==> config.mk <==
export PLATFORM = sky130hd
export DESIGN_NAME = grid_pyramid_parent_child_index_flat
export DESIGN_NICKNAME = d
export VERILOG_FILES = /design/src/rtl/gppci_pkg.sv /design/src/rtl/gppci_in_if.sv /design/src/rtl/gppci_res_if.sv /design/src/rtl/gppci_front.sv /design/src/rtl/gppci_div_cell.sv /design/src/rtl/gppci_back.sv /design/src/rtl/grid_pyramid_parent_child_index.sv /design/src/flat_wrapper.sv
export SDC_FILE = /design/constraint.sdc
export NUM_CORES = 2
export LEC_CHECK = 0
export BUFFER_PORTS_ARGS = -buffer_cell sky130_fd_sc_hd__clkbuf_2
export CORE_MARGIN = 2
export CORE_UTILIZATION = 45
export DETAILED_ROUTE_END_ITERATION = 10
export PLACE_DENSITY = 0.61
export SETUP_SLACK_MARGIN = 0.05
export SYNTH_ARGS = -nofsm -noshare
export SYNTH_HDL_FRONTEND = slang
export SYNTH_SLANG_ARGS = --single-unit
==> constraint.sdc <==
create_clock -name i_clk -period 9.43 [get_ports i_clk]
set_input_delay 1.4145 -clock i_clk [delete_from_list [all_inputs] [get_ports i_clk]]
set_output_delay 1.4145 -clock i_clk [all_outputs]
set_load 0.05 [all_outputs]
==> src/rtl/gppci_pkg.sv <==
package gppci_pkg;

    localparam int SIDE_W    = 13;
    localparam int LVL_W     = 4;
    localparam int IDX_W     = 24;
    localparam int PAR_W     = 22;
    localparam int AREA_W    = 2 * SIDE_W;
    localparam int CFG_IDX_W = 1;
    localparam int PROW_W    = SIDE_W - 1;
    localparam int PPROD_W   = PROW_W + SIDE_W;
    localparam int CROW_W    = SIDE_W + 1;
    localparam int CPROD_W   = CROW_W + SIDE_W;

    typedef enum logic [CFG_IDX_W-1:0] {
        REG_BASE_ROWS,
        REG_BASE_COLS
    } t_cfg_reg;

    // Item travelling down the division chain: grid dimensions of the level
    // and the level below, plus the partial remainder and the shifting
    // dividend/quotient word.
    typedef struct packed {
        logic [LVL_W-1:0]  lvl;
        logic [SIDE_W-1:0] r;
        logic [SIDE_W-1:0] c;
        logic [SIDE_W-1:0] fr;
        logic [SIDE_W-1:0] fc;
        logic              bad;
        logic [SIDE_W-1:0] rem;
        logic [IDX_W-1:0]  num;
    } t_div;

    typedef struct packed {
        logic [PAR_W-1:0] parent_index;
        logic             parent_ok;
        logic [IDX_W-1:0] child_first;
        logic [IDX_W-1:0] child_right;
        logic [IDX_W-1:0] child_below;
        logic [IDX_W-1:0] child_diag;
        logic             first_ok;
        logic             right_ok;
        logic             below_ok;
        logic             diag_ok;
        logic             index_error;
    } t_res;

    // Side length after s halvings, each rounding up: ceil(v / 2^s).
    function automatic logic [SIDE_W-1:0] ceil_shr(input logic [SIDE_W-1:0] v,
                                                  input logic [LVL_W-1:0]  s);
        logic [SIDE_W-1:0] q;
        logic [SIDE_W-1:0] m;
        q = v >> s;
        m = ~({SIDE_W{1'b1}} << s);
        return q + {{(SIDE_W-1){1'b0}}, |(v & m)};
    endfunction

endpackage

==> src/rtl/gppci_in_if.sv <==
interface gppci_in_if;
    logic                           valid;
    logic                           ready;
    logic [gppci_pkg::LVL_W-1:0]    level;
    logic [gppci_pkg::IDX_W-1:0]    node_index;

    modport source (output valid, output level, output node_index, input ready);
    modport sink   (input valid, input level, input node_index, output ready);
endinterface

==> src/rtl/gppci_res_if.sv <==
interface gppci_res_if;
    logic                           valid;
    logic                           ready;
    logic [gppci_pkg::PAR_W-1:0]    parent_index;
    logic                           parent_ok;
    logic [gppci_pkg::IDX_W-1:0]    child_first;
    logic [gppci_pkg::IDX_W-1:0]    child_right;
    logic [gppci_pkg::IDX_W-1:0]    child_below;
    logic [gppci_pkg::IDX_W-1:0]    child_diag;
    logic                           first_ok;
    logic                           right_ok;
    logic                           below_ok;
    logic                           diag_ok;
    logic                           index_error;

    modport source (
        output valid, output parent_index, output parent_ok,
        output child_first, output child_right, output child_below, output child_diag,
        output first_ok, output right_ok, output below_ok, output diag_ok,
        output index_error, input ready
    );
    modport sink (
        input valid, input parent_index, input parent_ok,
        input child_first, input child_right, input child_below, input child_diag,
        input first_ok, input right_ok, input below_ok, input diag_ok,
        input index_error, output ready
    );
endinterface

==> src/rtl/gppci_front.sv <==
module gppci_front (
    input  logic                                i_clk,
    input  logic                                i_rst_n,
    input  logic                                i_vld,
    output logic                                o_rdy,
    input  logic [gppci_pkg::LVL_W-1:0]         i_level,
    input  logic [gppci_pkg::IDX_W-1:0]         i_node_index,
    input  logic [gppci_pkg::SIDE_W-1:0]        i_rows,
    input  logic [gppci_pkg::SIDE_W-1:0]        i_cols,
    output logic                                o_vld,
    input  logic                                i_rdy,
    output gppci_pkg::t_div                     o_d
);

    typedef struct packed {
        logic [gppci_pkg::LVL_W-1:0]  lvl;
        logic [gppci_pkg::IDX_W-1:0]  idx;
        logic [gppci_pkg::SIDE_W-1:0] r;
        logic [gppci_pkg::SIDE_W-1:0] c;
        logic [gppci_pkg::SIDE_W-1:0] fr;
        logic [gppci_pkg::SIDE_W-1:0] fc;
        logic                         lvl_bad;
    } t_fstage;

    logic                            r1_vld;
    t_fstage                         r1;
    t_fstage                         n1;
    logic                            r2_vld;
    t_fstage                         r2;
    logic [gppci_pkg::AREA_W-1:0]    r2_area;
    logic                            w_take1;
    logic                            w_take2;
    logic [gppci_pkg::LVL_W-1:0]     w_lvl_m1;

    assign w_take2 = !r2_vld || i_rdy;
    assign w_take1 = !r1_vld || w_take2;
    assign o_rdy   = w_take1;
    assign w_lvl_m1 = i_level - gppci_pkg::LVL_W'(1);

    // The node's level sits above the top when the level below it is
    // already a single node.
    always_comb begin
        n1.lvl     = i_level;
        n1.idx     = i_node_index;
        n1.r       = gppci_pkg::ceil_shr(i_rows, i_level);
        n1.c       = gppci_pkg::ceil_shr(i_cols, i_level);
        n1.fr      = gppci_pkg::ceil_shr(i_rows, w_lvl_m1);
        n1.fc      = gppci_pkg::ceil_shr(i_cols, w_lvl_m1);
        n1.lvl_bad = (i_level != '0) && (n1.fr == gppci_pkg::SIDE_W'(1))
                     && (n1.fc == gppci_pkg::SIDE_W'(1));
    end

    always_ff @(posedge i_clk) begin
        if (!i_rst_n) begin
            r1_vld <= 1'b0;
            r2_vld <= 1'b0;
        end else begin
            if (w_take1) begin
                r1_vld <= i_vld;
            end
            if (w_take2) begin
                r2_vld <= r1_vld;
            end
        end
        if (w_take1 && i_vld) begin
            r1 <= n1;
        end
        if (w_take2 && r1_vld) begin
            r2      <= r1;
            r2_area <= gppci_pkg::AREA_W'(r1.r) * gppci_pkg::AREA_W'(r1.c);
        end
    end

    always_comb begin
        o_d.lvl = r2.lvl;
        o_d.r   = r2.r;
        o_d.c   = r2.c;
        o_d.fr  = r2.fr;
        o_d.fc  = r2.fc;
        o_d.bad = r2.lvl_bad || (gppci_pkg::AREA_W'(r2.idx) >= r2_area);
        o_d.rem = '0;
        o_d.num = r2.idx;
    end

    assign o_vld = r2_vld;

endmodule

==> src/rtl/gppci_div_cell.sv <==
module gppci_div_cell (
    input  logic            i_clk,
    input  logic            i_rst_n,
    input  logic            i_vld,
    output logic            o_rdy,
    input  gppci_pkg::t_div i_d,
    output logic            o_vld,
    input  logic            i_rdy,
    output gppci_pkg::t_div o_d
);

    logic                           r_vld;
    gppci_pkg::t_div                r_d;
    gppci_pkg::t_div                n_d;
    logic [gppci_pkg::SIDE_W:0]     w_trial;
    logic                           w_ge;
    logic                           w_take;

    assign w_take = !r_vld || i_rdy;
    assign o_rdy  = w_take;

    // One restoring step: bring down the next dividend bit and subtract the
    // column count where it fits.
    always_comb begin
        w_trial = {i_d.rem, i_d.num[gppci_pkg::IDX_W-1]};
        w_ge    = w_trial >= {1'b0, i_d.c};
        n_d     = i_d;
        if (w_ge) begin
            n_d.rem = gppci_pkg::SIDE_W'(w_trial - {1'b0, i_d.c});
        end else begin
            n_d.rem = w_trial[gppci_pkg::SIDE_W-1:0];
        end
        n_d.num = {i_d.num[gppci_pkg::IDX_W-2:0], w_ge};
    end

    always_ff @(posedge i_clk) begin
        if (!i_rst_n) begin
            r_vld <= 1'b0;
        end else if (w_take) begin
            r_vld <= i_vld;
        end
        if (w_take && i_vld) begin
            r_d <= n_d;
        end
    end

    assign o_vld = r_vld;
    assign o_d   = r_d;

`ifndef SYNTHESIS
    a_rem_below_divisor: assert property (@(posedge i_clk) disable iff (!i_rst_n)
        r_vld |-> (r_d.rem < r_d.c))
        else $error("partial remainder not below column count");

    a_divisor_nonzero: assert property (@(posedge i_clk) disable iff (!i_rst_n)
        r_vld |-> (r_d.c != '0))
        else $error("zero column count in division chain");

    a_stall_holds: assert property (@(posedge i_clk) disable iff (!i_rst_n)
        (r_vld && !i_rdy) |=> (r_vld && $stable(r_d)))
        else $error("stalled item changed in division cell");
`endif

endmodule

==> src/rtl/gppci_back.sv <==
module gppci_back (
    input  logic            i_clk,
    input  logic            i_rst_n,
    input  logic            i_vld,
    output logic            o_rdy,
    input  gppci_pkg::t_div i_d,
    output logic            o_vld,
    input  logic            i_rdy,
    output gppci_pkg::t_res o_res
);

    typedef struct packed {
        logic                          lvl_nz;
        logic                          bad;
        logic                          parent_ok;
        logic [gppci_pkg::PROW_W-1:0]  col_half;
        logic [gppci_pkg::PPROD_W-1:0] pprod;
        logic [gppci_pkg::CROW_W-1:0]  ccol;
        logic [gppci_pkg::CPROD_W-1:0] cprod;
        logic [gppci_pkg::SIDE_W-1:0]  fc;
        logic                          rok;
        logic                          bok;
    } t_mid;

    logic                            rp_vld;
    t_mid                            rp;
    t_mid                            n_p;
    logic                            ro_vld;
    gppci_pkg::t_res                 ro;
    gppci_pkg::t_res                 n_o;
    logic                            w_takep;
    logic                            w_takeo;
    logic [gppci_pkg::SIDE_W-1:0]    w_row;
    logic [gppci_pkg::SIDE_W-1:0]    w_col;
    logic [gppci_pkg::SIDE_W-1:0]    w_pc;
    logic [gppci_pkg::CROW_W-1:0]    w_crow;
    logic [gppci_pkg::CPROD_W:0]     w_first;
    logic [gppci_pkg::CPROD_W:0]     w_below;
    logic [gppci_pkg::PPROD_W:0]     w_parent;
    logic                            w_pok;
    logic                            w_fok;
    logic                            w_rok;
    logic                            w_bok;

    assign w_takeo = !ro_vld || i_rdy;
    assign w_takep = !rp_vld || w_takeo;
    assign o_rdy   = w_takep;

    // After the chain the quotient is the row and the remainder the column.
    always_comb begin
        w_row  = i_d.num[gppci_pkg::SIDE_W-1:0];
        w_col  = i_d.rem;
        w_pc   = (i_d.c >> 1) + {{(gppci_pkg::SIDE_W-1){1'b0}}, i_d.c[0]};
        w_crow = {w_row, 1'b0};
        n_p.lvl_nz    = i_d.lvl != '0;
        n_p.bad       = i_d.bad;
        n_p.parent_ok = (i_d.r != gppci_pkg::SIDE_W'(1)) || (i_d.c != gppci_pkg::SIDE_W'(1));
        n_p.col_half  = w_col[gppci_pkg::SIDE_W-1:1];
        n_p.pprod     = gppci_pkg::PPROD_W'(w_row[gppci_pkg::SIDE_W-1:1])
                        * gppci_pkg::PPROD_W'(w_pc);
        n_p.ccol      = {w_col, 1'b0};
        n_p.cprod     = gppci_pkg::CPROD_W'(w_crow) * gppci_pkg::CPROD_W'(i_d.fc);
        n_p.fc        = i_d.fc;
        n_p.rok       = ({1'b0, n_p.ccol} + (gppci_pkg::CROW_W+1)'(1))
                        < (gppci_pkg::CROW_W+1)'(i_d.fc);
        n_p.bok       = ({1'b0, w_crow} + (gppci_pkg::CROW_W+1)'(1))
                        < (gppci_pkg::CROW_W+1)'(i_d.fr);
    end

    always_comb begin
        w_pok    = !rp.bad && rp.parent_ok;
        w_fok    = !rp.bad && rp.lvl_nz;
        w_rok    = w_fok && rp.rok;
        w_bok    = w_fok && rp.bok;
        w_parent = (gppci_pkg::PPROD_W+1)'(rp.pprod) + (gppci_pkg::PPROD_W+1)'(rp.col_half);
        w_first  = (gppci_pkg::CPROD_W+1)'(rp.cprod) + (gppci_pkg::CPROD_W+1)'(rp.ccol);
        w_below  = w_first + (gppci_pkg::CPROD_W+1)'(rp.fc);

        n_o              = '0;
        n_o.index_error  = rp.bad;
        n_o.parent_ok    = w_pok;
        n_o.first_ok     = w_fok;
        n_o.right_ok     = w_rok;
        n_o.below_ok     = w_bok;
        n_o.diag_ok      = w_rok && w_bok;
        if (w_pok) begin
            n_o.parent_index = w_parent[gppci_pkg::PAR_W-1:0];
        end
        if (w_fok) begin
            n_o.child_first = w_first[gppci_pkg::IDX_W-1:0];
        end
        if (w_rok) begin
            n_o.child_right = w_first[gppci_pkg::IDX_W-1:0] + gppci_pkg::IDX_W'(1);
        end
        if (w_bok) begin
            n_o.child_below = w_below[gppci_pkg::IDX_W-1:0];
        end
        if (w_rok && w_bok) begin
            n_o.child_diag = w_below[gppci_pkg::IDX_W-1:0] + gppci_pkg::IDX_W'(1);
        end
    end

    always_ff @(posedge i_clk) begin
        if (!i_rst_n) begin
            rp_vld <= 1'b0;
            ro_vld <= 1'b0;
        end else begin
            if (w_takep) begin
                rp_vld <= i_vld;
            end
            if (w_takeo) begin
                ro_vld <= rp_vld;
            end
        end
        if (w_takep && i_vld) begin
            rp <= n_p;
        end
        if (w_takeo && rp_vld) begin
            ro <= n_o;
        end
    end

    assign o_vld = ro_vld;
    assign o_res = ro;

endmodule

==> src/rtl/grid_pyramid_parent_child_index.sv <==
// Parent and child lookup for a quadtree grid pyramid whose finest level is
// base_rows x base_cols (zero reads as one, values above MAX_SIDE saturate).
// Each item gives a level and a row-major node index; the result carries the
// parent index one level up and the four child indices one level down, each
// with its exists flag, or only index_error when the level lies above the
// top or the index lies outside its level's grid. One item is taken every
// clock given a ready sink: the front registers form the level dimensions
// and then the grid area, 24 cells of a restoring divider chain split the
// index into row and column one bit per cell, and the back registers form
// the products and then the sums in the output register. A stalled sink
// fills the chain up before input ready drops. Configuration must be
// written only while no item is in flight; the block does not enforce it.
module grid_pyramid_parent_child_index #(
    parameter int MAX_SIDE = 4096
) (
    input  logic                                i_clk,
    input  logic                                i_rst_n,
    input  logic                                i_cfg_we,
    input  logic [gppci_pkg::CFG_IDX_W-1:0]     i_cfg_idx,
    input  logic [gppci_pkg::SIDE_W-1:0]        i_cfg_data,
    gppci_in_if.sink                            i_in,
    gppci_res_if.source                         o_res
);

    localparam int NCELL = gppci_pkg::IDX_W;

    logic [gppci_pkg::SIDE_W-1:0]    r_base_rows;
    logic [gppci_pkg::SIDE_W-1:0]    r_base_cols;
    logic [gppci_pkg::SIDE_W-1:0]    w_rows;
    logic [gppci_pkg::SIDE_W-1:0]    w_cols;
    logic                            w_vld [0:NCELL];
    logic                            w_rdy [0:NCELL];
    gppci_pkg::t_div                 w_d   [0:NCELL];
    gppci_pkg::t_res                 w_res;

    always_ff @(posedge i_clk) begin
        if (!i_rst_n) begin
            r_base_rows <= gppci_pkg::SIDE_W'(1);
            r_base_cols <= gppci_pkg::SIDE_W'(1);
        end else if (i_cfg_we) begin
            unique case (gppci_pkg::t_cfg_reg'(i_cfg_idx))
                gppci_pkg::REG_BASE_ROWS: begin
                    r_base_rows <= i_cfg_data;
                end
                gppci_pkg::REG_BASE_COLS: begin
                    r_base_cols <= i_cfg_data;
                end
            endcase
        end
    end

    always_comb begin
        w_rows = r_base_rows;
        if (r_base_rows == '0) begin
            w_rows = gppci_pkg::SIDE_W'(1);
        end else if (32'(r_base_rows) > MAX_SIDE) begin
            w_rows = gppci_pkg::SIDE_W'(MAX_SIDE);
        end
        w_cols = r_base_cols;
        if (r_base_cols == '0) begin
            w_cols = gppci_pkg::SIDE_W'(1);
        end else if (32'(r_base_cols) > MAX_SIDE) begin
            w_cols = gppci_pkg::SIDE_W'(MAX_SIDE);
        end
    end

    gppci_front u_front (
        .i_clk        (i_clk),
        .i_rst_n      (i_rst_n),
        .i_vld        (i_in.valid),
        .o_rdy        (i_in.ready),
        .i_level      (i_in.level),
        .i_node_index (i_in.node_index),
        .i_rows       (w_rows),
        .i_cols       (w_cols),
        .o_vld        (w_vld[0]),
        .i_rdy        (w_rdy[0]),
        .o_d          (w_d[0])
    );

    for (genvar g = 0; g < NCELL; g++) begin : g_cell
        gppci_div_cell u_cell (
            .i_clk   (i_clk),
            .i_rst_n (i_rst_n),
            .i_vld   (w_vld[g]),
            .o_rdy   (w_rdy[g]),
            .i_d     (w_d[g]),
            .o_vld   (w_vld[g+1]),
            .i_rdy   (w_rdy[g+1]),
            .o_d     (w_d[g+1])
        );
    end

    gppci_back u_back (
        .i_clk   (i_clk),
        .i_rst_n (i_rst_n),
        .i_vld   (w_vld[NCELL]),
        .o_rdy   (w_rdy[NCELL]),
        .i_d     (w_d[NCELL]),
        .o_vld   (o_res.valid),
        .i_rdy   (o_res.ready),
        .o_res   (w_res)
    );

    assign o_res.parent_index = w_res.parent_index;
    assign o_res.parent_ok    = w_res.parent_ok;
    assign o_res.child_first  = w_res.child_first;
    assign o_res.child_right  = w_res.child_right;
    assign o_res.child_below  = w_res.child_below;
    assign o_res.child_diag   = w_res.child_diag;
    assign o_res.first_ok     = w_res.first_ok;
    assign o_res.right_ok     = w_res.right_ok;
    assign o_res.below_ok     = w_res.below_ok;
    assign o_res.diag_ok      = w_res.diag_ok;
    assign o_res.index_error  = w_res.index_error;

`ifndef SYNTHESIS
    a_full_before_block: assert property (@(posedge i_clk) disable iff (!i_rst_n)
        !i_in.ready |-> o_res.valid)
        else $error("input blocked while the output register is empty");

    a_empty_after_reset: assert property (@(posedge i_clk) disable iff (!i_rst_n)
        $past(!i_rst_n) |-> (!o_res.valid && i_in.ready))
        else $error("pipeline not empty after reset");

    a_error_clears_fields: assert property (@(posedge i_clk) disable iff (!i_rst_n)
        (o_res.valid && o_res.index_error) |->
            (!o_res.parent_ok && !o_res.first_ok && !o_res.right_ok
             && !o_res.below_ok && !o_res.diag_ok && o_res.parent_index == '0
             && o_res.child_first == '0))
        else $error("erroneous item carries a parent or child");
`endif

endmodule
==> src/flat_wrapper.sv <==
// flat-port wrapper written by rule: the top's interface ports become plain ports
module grid_pyramid_parent_child_index_flat 
#(
    parameter int MAX_SIDE = 4096
)
  (i_clk, i_rst_n, i_cfg_we, i_cfg_idx, i_cfg_data, i_in_valid, i_in_level, i_in_node_index, i_in_ready, o_res_valid, o_res_parent_index, o_res_parent_ok, o_res_child_first, o_res_child_right, o_res_child_below, o_res_child_diag, o_res_first_ok, o_res_right_ok, o_res_below_ok, o_res_diag_ok, o_res_index_error, o_res_ready);
  gppci_in_if i_in_i ();
  gppci_res_if o_res_i ();
  input  logic i_clk;
  input  logic i_rst_n;
  input  logic i_cfg_we;
  input  logic [gppci_pkg::CFG_IDX_W-1:0] i_cfg_idx;
  input  logic [gppci_pkg::SIDE_W-1:0] i_cfg_data;
  input wire logic [$bits(i_in_i.valid)-1:0] i_in_valid;
  input wire logic [$bits(i_in_i.level)-1:0] i_in_level;
  input wire logic [$bits(i_in_i.node_index)-1:0] i_in_node_index;
  output wire logic [$bits(i_in_i.ready)-1:0] i_in_ready;
  output wire logic [$bits(o_res_i.valid)-1:0] o_res_valid;
  output wire logic [$bits(o_res_i.parent_index)-1:0] o_res_parent_index;
  output wire logic [$bits(o_res_i.parent_ok)-1:0] o_res_parent_ok;
  output wire logic [$bits(o_res_i.child_first)-1:0] o_res_child_first;
  output wire logic [$bits(o_res_i.child_right)-1:0] o_res_child_right;
  output wire logic [$bits(o_res_i.child_below)-1:0] o_res_child_below;
  output wire logic [$bits(o_res_i.child_diag)-1:0] o_res_child_diag;
  output wire logic [$bits(o_res_i.first_ok)-1:0] o_res_first_ok;
  output wire logic [$bits(o_res_i.right_ok)-1:0] o_res_right_ok;
  output wire logic [$bits(o_res_i.below_ok)-1:0] o_res_below_ok;
  output wire logic [$bits(o_res_i.diag_ok)-1:0] o_res_diag_ok;
  output wire logic [$bits(o_res_i.index_error)-1:0] o_res_index_error;
  input wire logic [$bits(o_res_i.ready)-1:0] o_res_ready;
  assign i_in_i.valid = i_in_valid;
  assign i_in_i.level = i_in_level;
  assign i_in_i.node_index = i_in_node_index;
  assign i_in_ready = i_in_i.ready;
  assign o_res_valid = o_res_i.valid;
  assign o_res_parent_index = o_res_i.parent_index;
  assign o_res_parent_ok = o_res_i.parent_ok;
  assign o_res_child_first = o_res_i.child_first;
  assign o_res_child_right = o_res_i.child_right;
  assign o_res_child_below = o_res_i.child_below;
  assign o_res_child_diag = o_res_i.child_diag;
  assign o_res_first_ok = o_res_i.first_ok;
  assign o_res_right_ok = o_res_i.right_ok;
  assign o_res_below_ok = o_res_i.below_ok;
  assign o_res_diag_ok = o_res_i.diag_ok;
  assign o_res_index_error = o_res_i.index_error;
  assign o_res_i.ready = o_res_ready;
  grid_pyramid_parent_child_index #(.MAX_SIDE(MAX_SIDE)) u_core (.i_clk(i_clk), .i_rst_n(i_rst_n), .i_cfg_we(i_cfg_we), .i_cfg_idx(i_cfg_idx), .i_cfg_data(i_cfg_data), .i_in(i_in_i), .o_res(o_res_i));
endmodule
==> impl_metrics.tcl <==
set metrics [dict create \
    rows 185 \
    cp_common_cell "fa_1" \
    h-tree-depth 5 \
    fin_setup_tns_ps 0 \
    worstHoldEndpoint "u_core.g_cell[22].u_cell.o_d[58]" \
    syn2layout_area_growth_pct 12.2 \
    ir_worst_vdd_uv 203 \
    syn_area_um2 115000 \
    period_share 0.771 \
    end_kind "flip-flop" \
    layoutNonFillerInstCount 11980 \
    crit_fanout 12 \
    grt_max_degree 87 \
    die_w_um 510 \
    p_leak_nw 49.3 \
    outcome "finished clean" \
    hold_depth 0 \
    ioPinCount 173 \
    cp_slowest_cell "xnor2_1" \
    crit_required_ps 10040 \
    synth_cell_type_count 97 \
    setup_viol 0 \
    holdCritStartpoint "u_core.g_cell[21].u_cell.o_d[58]" \
    yosysTopAreaCell "edfxtp_1" \
    rr_endpoint "u_core.u_back.rp[77]" \
    start_kind "flip-flop" \
    grt_busiest_layer "met2" \
    cp.arrival_ps 7890 \
    synth-warning-count 0 \
    routed_via_density 5.15 \
    slowest_delay_ps 940 \
    period_minus_slack_ps 7270 \
    initial_core_util 0.453 \
    drive_gt1_frac 0.115 \
    dpl.cell_count 11508 \
    drv_cap 0 \
    core-area_um2 254000 \
    drc_errors 0 \
    slew_viol_final 0 \
    port-buffer-count 171 \
    fillCellCount 21118 \
    cts_buffer_depth 4 \
    firstDrtPassIters 6 \
    via_count 61706 \
    fin_nets 9421 \
    synth_ff_type "edfxtp_1" \
    seq_area_frac_synth 0.637 \
    crit_chain "ha_1 > ha_1 > nand2_1 > nor2_1 > nand3_1 > xnor2_1 > nand2_1 > fa_1 > fa_1 > inv_1 > fa_1 > fa_1 > inv_1 > fa_1 > inv_1 > ha_1 > and2_1 > o21ai_0 > o31a_1 > a21oi_1 > a211o_1 > a21o_1 > a21oi_1 > xnor2_1" \
    slew_headroom 0.143 \
    post_drt_wl_per_cell_um 18.1 \
    synth_top_area_share 0.627 \
    path_buf_inv 3 \
    whs_ps 379 \
    rr_worst_depth 24 \
    cts_root_buf "clkbuf_16" \
    synth_commonest_cells "2408 x edfxtp_1, 948 x inv_1, 579 x ha_1" \
    antenna_found_initial 2 \
    worst_slack_ps 2160 \
    dp_slack_ps 2150 \
    syn_nets 9090 \
    drt-total-wl_um 217000 \
    grtUsageMet1 0.209 \
    synth_edf_count 2408 \
    postSynthAreaPerCell_um2 14.2 \
    globalplace.congestion 0.882 \
    cts.sinks 2462 \
    async_flop_share 0 \
    crit_family "adder cells" \
    reg2reg_setup_slack_ps 2160 \
    clock_skew_ps 57.6 \
    final-hold-violation-count 0 \
    syn_inst 8090 \
    hold_path_class "flip-flop to flip-flop" \
    grt_pass1_wl_um 348000 \
    cts_tree "yes" \
    grt_pass1_vias 64025 \
    rsz0062_at_grt "false" \
    synthTopCellsByArea "edfxtp_1 63%, fa_1 6.5%, ha_1 6.3%" \
    cts.clk_slew.worst_paths_ps 60 \
    grtUsageTotal 0.168 \
    drtAntennaViolNets 0 \
    synth_seq_cells 2462 \
    cts_buffers 277 \
    clock_latency_ps 910 \
    met3_usage 0.0238 \
    dieArea_um2 260000 \
    fmax_mhz 137 \
    synth_most_common_cell "edfxtp_1" \
    worst_pin_slew_ps 1280 \
    gr-usage-met2 0.300 \
    worstReg2RegStart "u_core.g_cell[23].u_cell.o_d[64]" \
    first_iter_violations 3410 \
    power_density_nw_per_um2 184 \
    die_h_um 510 \
    gr-total-overflow 0 \
    post_cts.repair.setup_buffers 0 \
    holdBufCountCts 0 \
    postCtsResizedCells 0 \
    place_hpwl_um 155000 \
    critPathKind "flip-flop to flip-flop" \
]
## power breakdown
group / internal, mW / leakage, nW / switching (mW)
sequential: 12.0 / 22.2 / 0.0893
combinational: 0.523 / 22.8 / 0.715
clock: 6.31 / 4.29 / 4.09
total: 18.9 / 49.3 / 4.90
## cells in the final DEF (no fill, tap or decap), types with 18 or more instances in the layout
cell type  netlist  final
inv_1          948    948
a221oi_1        34     34
a211o_1         34     34
a211oi_2         0     23
o21bai_1        33     33
clkbuf_16        0    285
clkinv_2         0     41
nor2b_1        125    110
nand2b_1        53     53
a21o_1         178    178
clkbuf_1       169     43
nand4_1         93     93
a211oi_1        45     22
mux2i_1         80     80
bufinv_16        0     29
xnor2_1        261    260
and2_1         202    200
o41ai_1         30     30
xor2_1         121    121
mux2_2         268    268
a21boi_0        91     84
o21ai_0        207    207
dfxtp_1         54     54
and3_1          27     27
o21a_1          41     41
nand2_1        569    569
nor3_1         106    106
a21oi_1        198    196
nor2_1         413    412
edfxtp_1      2408   2408
nor4_1          23     23
nand3_1         63     63
buf_4            1     78
clkinv_1         1     43
a31oi_1         19     18
fa_1           374    374
ha_1           579    579
clkbuf_2         0    171
## registers in the layout, indices dropped and copies added, names as in the netlist
signal                      flops
u_core.u_front.r2               1
u_core.u_front.r1_vld           1
u_core.u_back.o_res           123
u_core.u_back.rp_vld            1
u_core.r_base_cols             13
u_core.u_back.o_vld             1
u_core.u_back.n_o               1
u_core.g_cell.u_cell.o_d     2023
u_core.u_front.r1              80
u_core.g_cell.u_cell.o_vld     24
u_core.u_front.o_d             79
u_core.u_front.r2_area         26
u_core.u_back.rp               75
u_core.u_front.o_vld            1
u_core.r_base_rows             13
## worst reg2reg max path: stages, from the launching register on
cell      delay, ps
edfxtp_1        350
ha_1            180
ha_1            200
nand2_1          70
nor2_1          200
nand3_1         130
xnor2_1         940
nand2_1         190
fa_1            520
fa_1            510
inv_1            50
fa_1            480
fa_1            560
inv_1            60
fa_1            530
inv_1            40
ha_1            340
and2_1          180
o21ai_0         330
o31a_1          270
a21oi_1         120
a211o_1         330
a21o_1          180
a21oi_1         170
xnor2_1          80
## layer usage
layer	vias up	part of all wire
li1	29532	-
met1	30582	0.43
met2	1168	0.51
met3	424	0.035
met4	0	0.030
met5	-	0
## how the worst max path moves through the flow
stage                                           from                              end  slack (ps)  cells past startpoint
floorplan                                o_res_ready  u_core.g_cell[5].u_cell.o_d[10]         360                      6
global placement    u_core.g_cell[23].u_cell.o_d[64]             u_core.u_back.rp[77]        2200                     24
detailed placement  u_core.g_cell[23].u_cell.o_d[64]             u_core.u_back.rp[77]        2150                     24
CTS                 u_core.g_cell[23].u_cell.o_d[64]             u_core.u_back.rp[77]        2150                     24
global route        u_core.g_cell[23].u_cell.o_d[64]             u_core.u_back.rp[77]        1680                     24
finish              u_core.g_cell[23].u_cell.o_d[64]             u_core.u_back.rp[77]        2160                     24
## per-stage QoR
step	power (mW)	area, um^2	utilization
2_1_floorplan	13.3	115000	-
3_3_place_gp	13.6	121000	0.474
3_5_place_dp	13.6	121000	0.474
4_1_cts	24.1	129000	0.508
5_1_grt	24.7	129000	0.508
6_report	23.8	129000	0.508
## cells by family (layout without fill, tap and decap cells)
kind of cell    count (synthesis)  count (layout)  synth area share
buf+inv                      1147            1669            0.0377
mux                           357             357            0.0347
compound gates               1032            1032            0.0606
xor+xnor                      382             382            0.0290
fa+ha+maj                     953             953             0.128
flops                        2462            2462             0.637
other cells                     1               3         0.0000325
simple gates                 1756            1756            0.0735
## area by class of cell
cell class                      instances  area [um^2]  share of cell area
Tap cell                             3366         4210              0.0326
Timing Repair Buffer                  249         1440              0.0111
Sequential cell                      2462        73400               0.568
Antenna cell                            2         5.00           0.0000387
Inverter                              950         3570              0.0276
Clock inverter                        141         1500              0.0116
Multi-Input combinational cell       4481        37900               0.293
Clock buffer                          329         7310              0.0565
(Power assumes the default switching activity.)
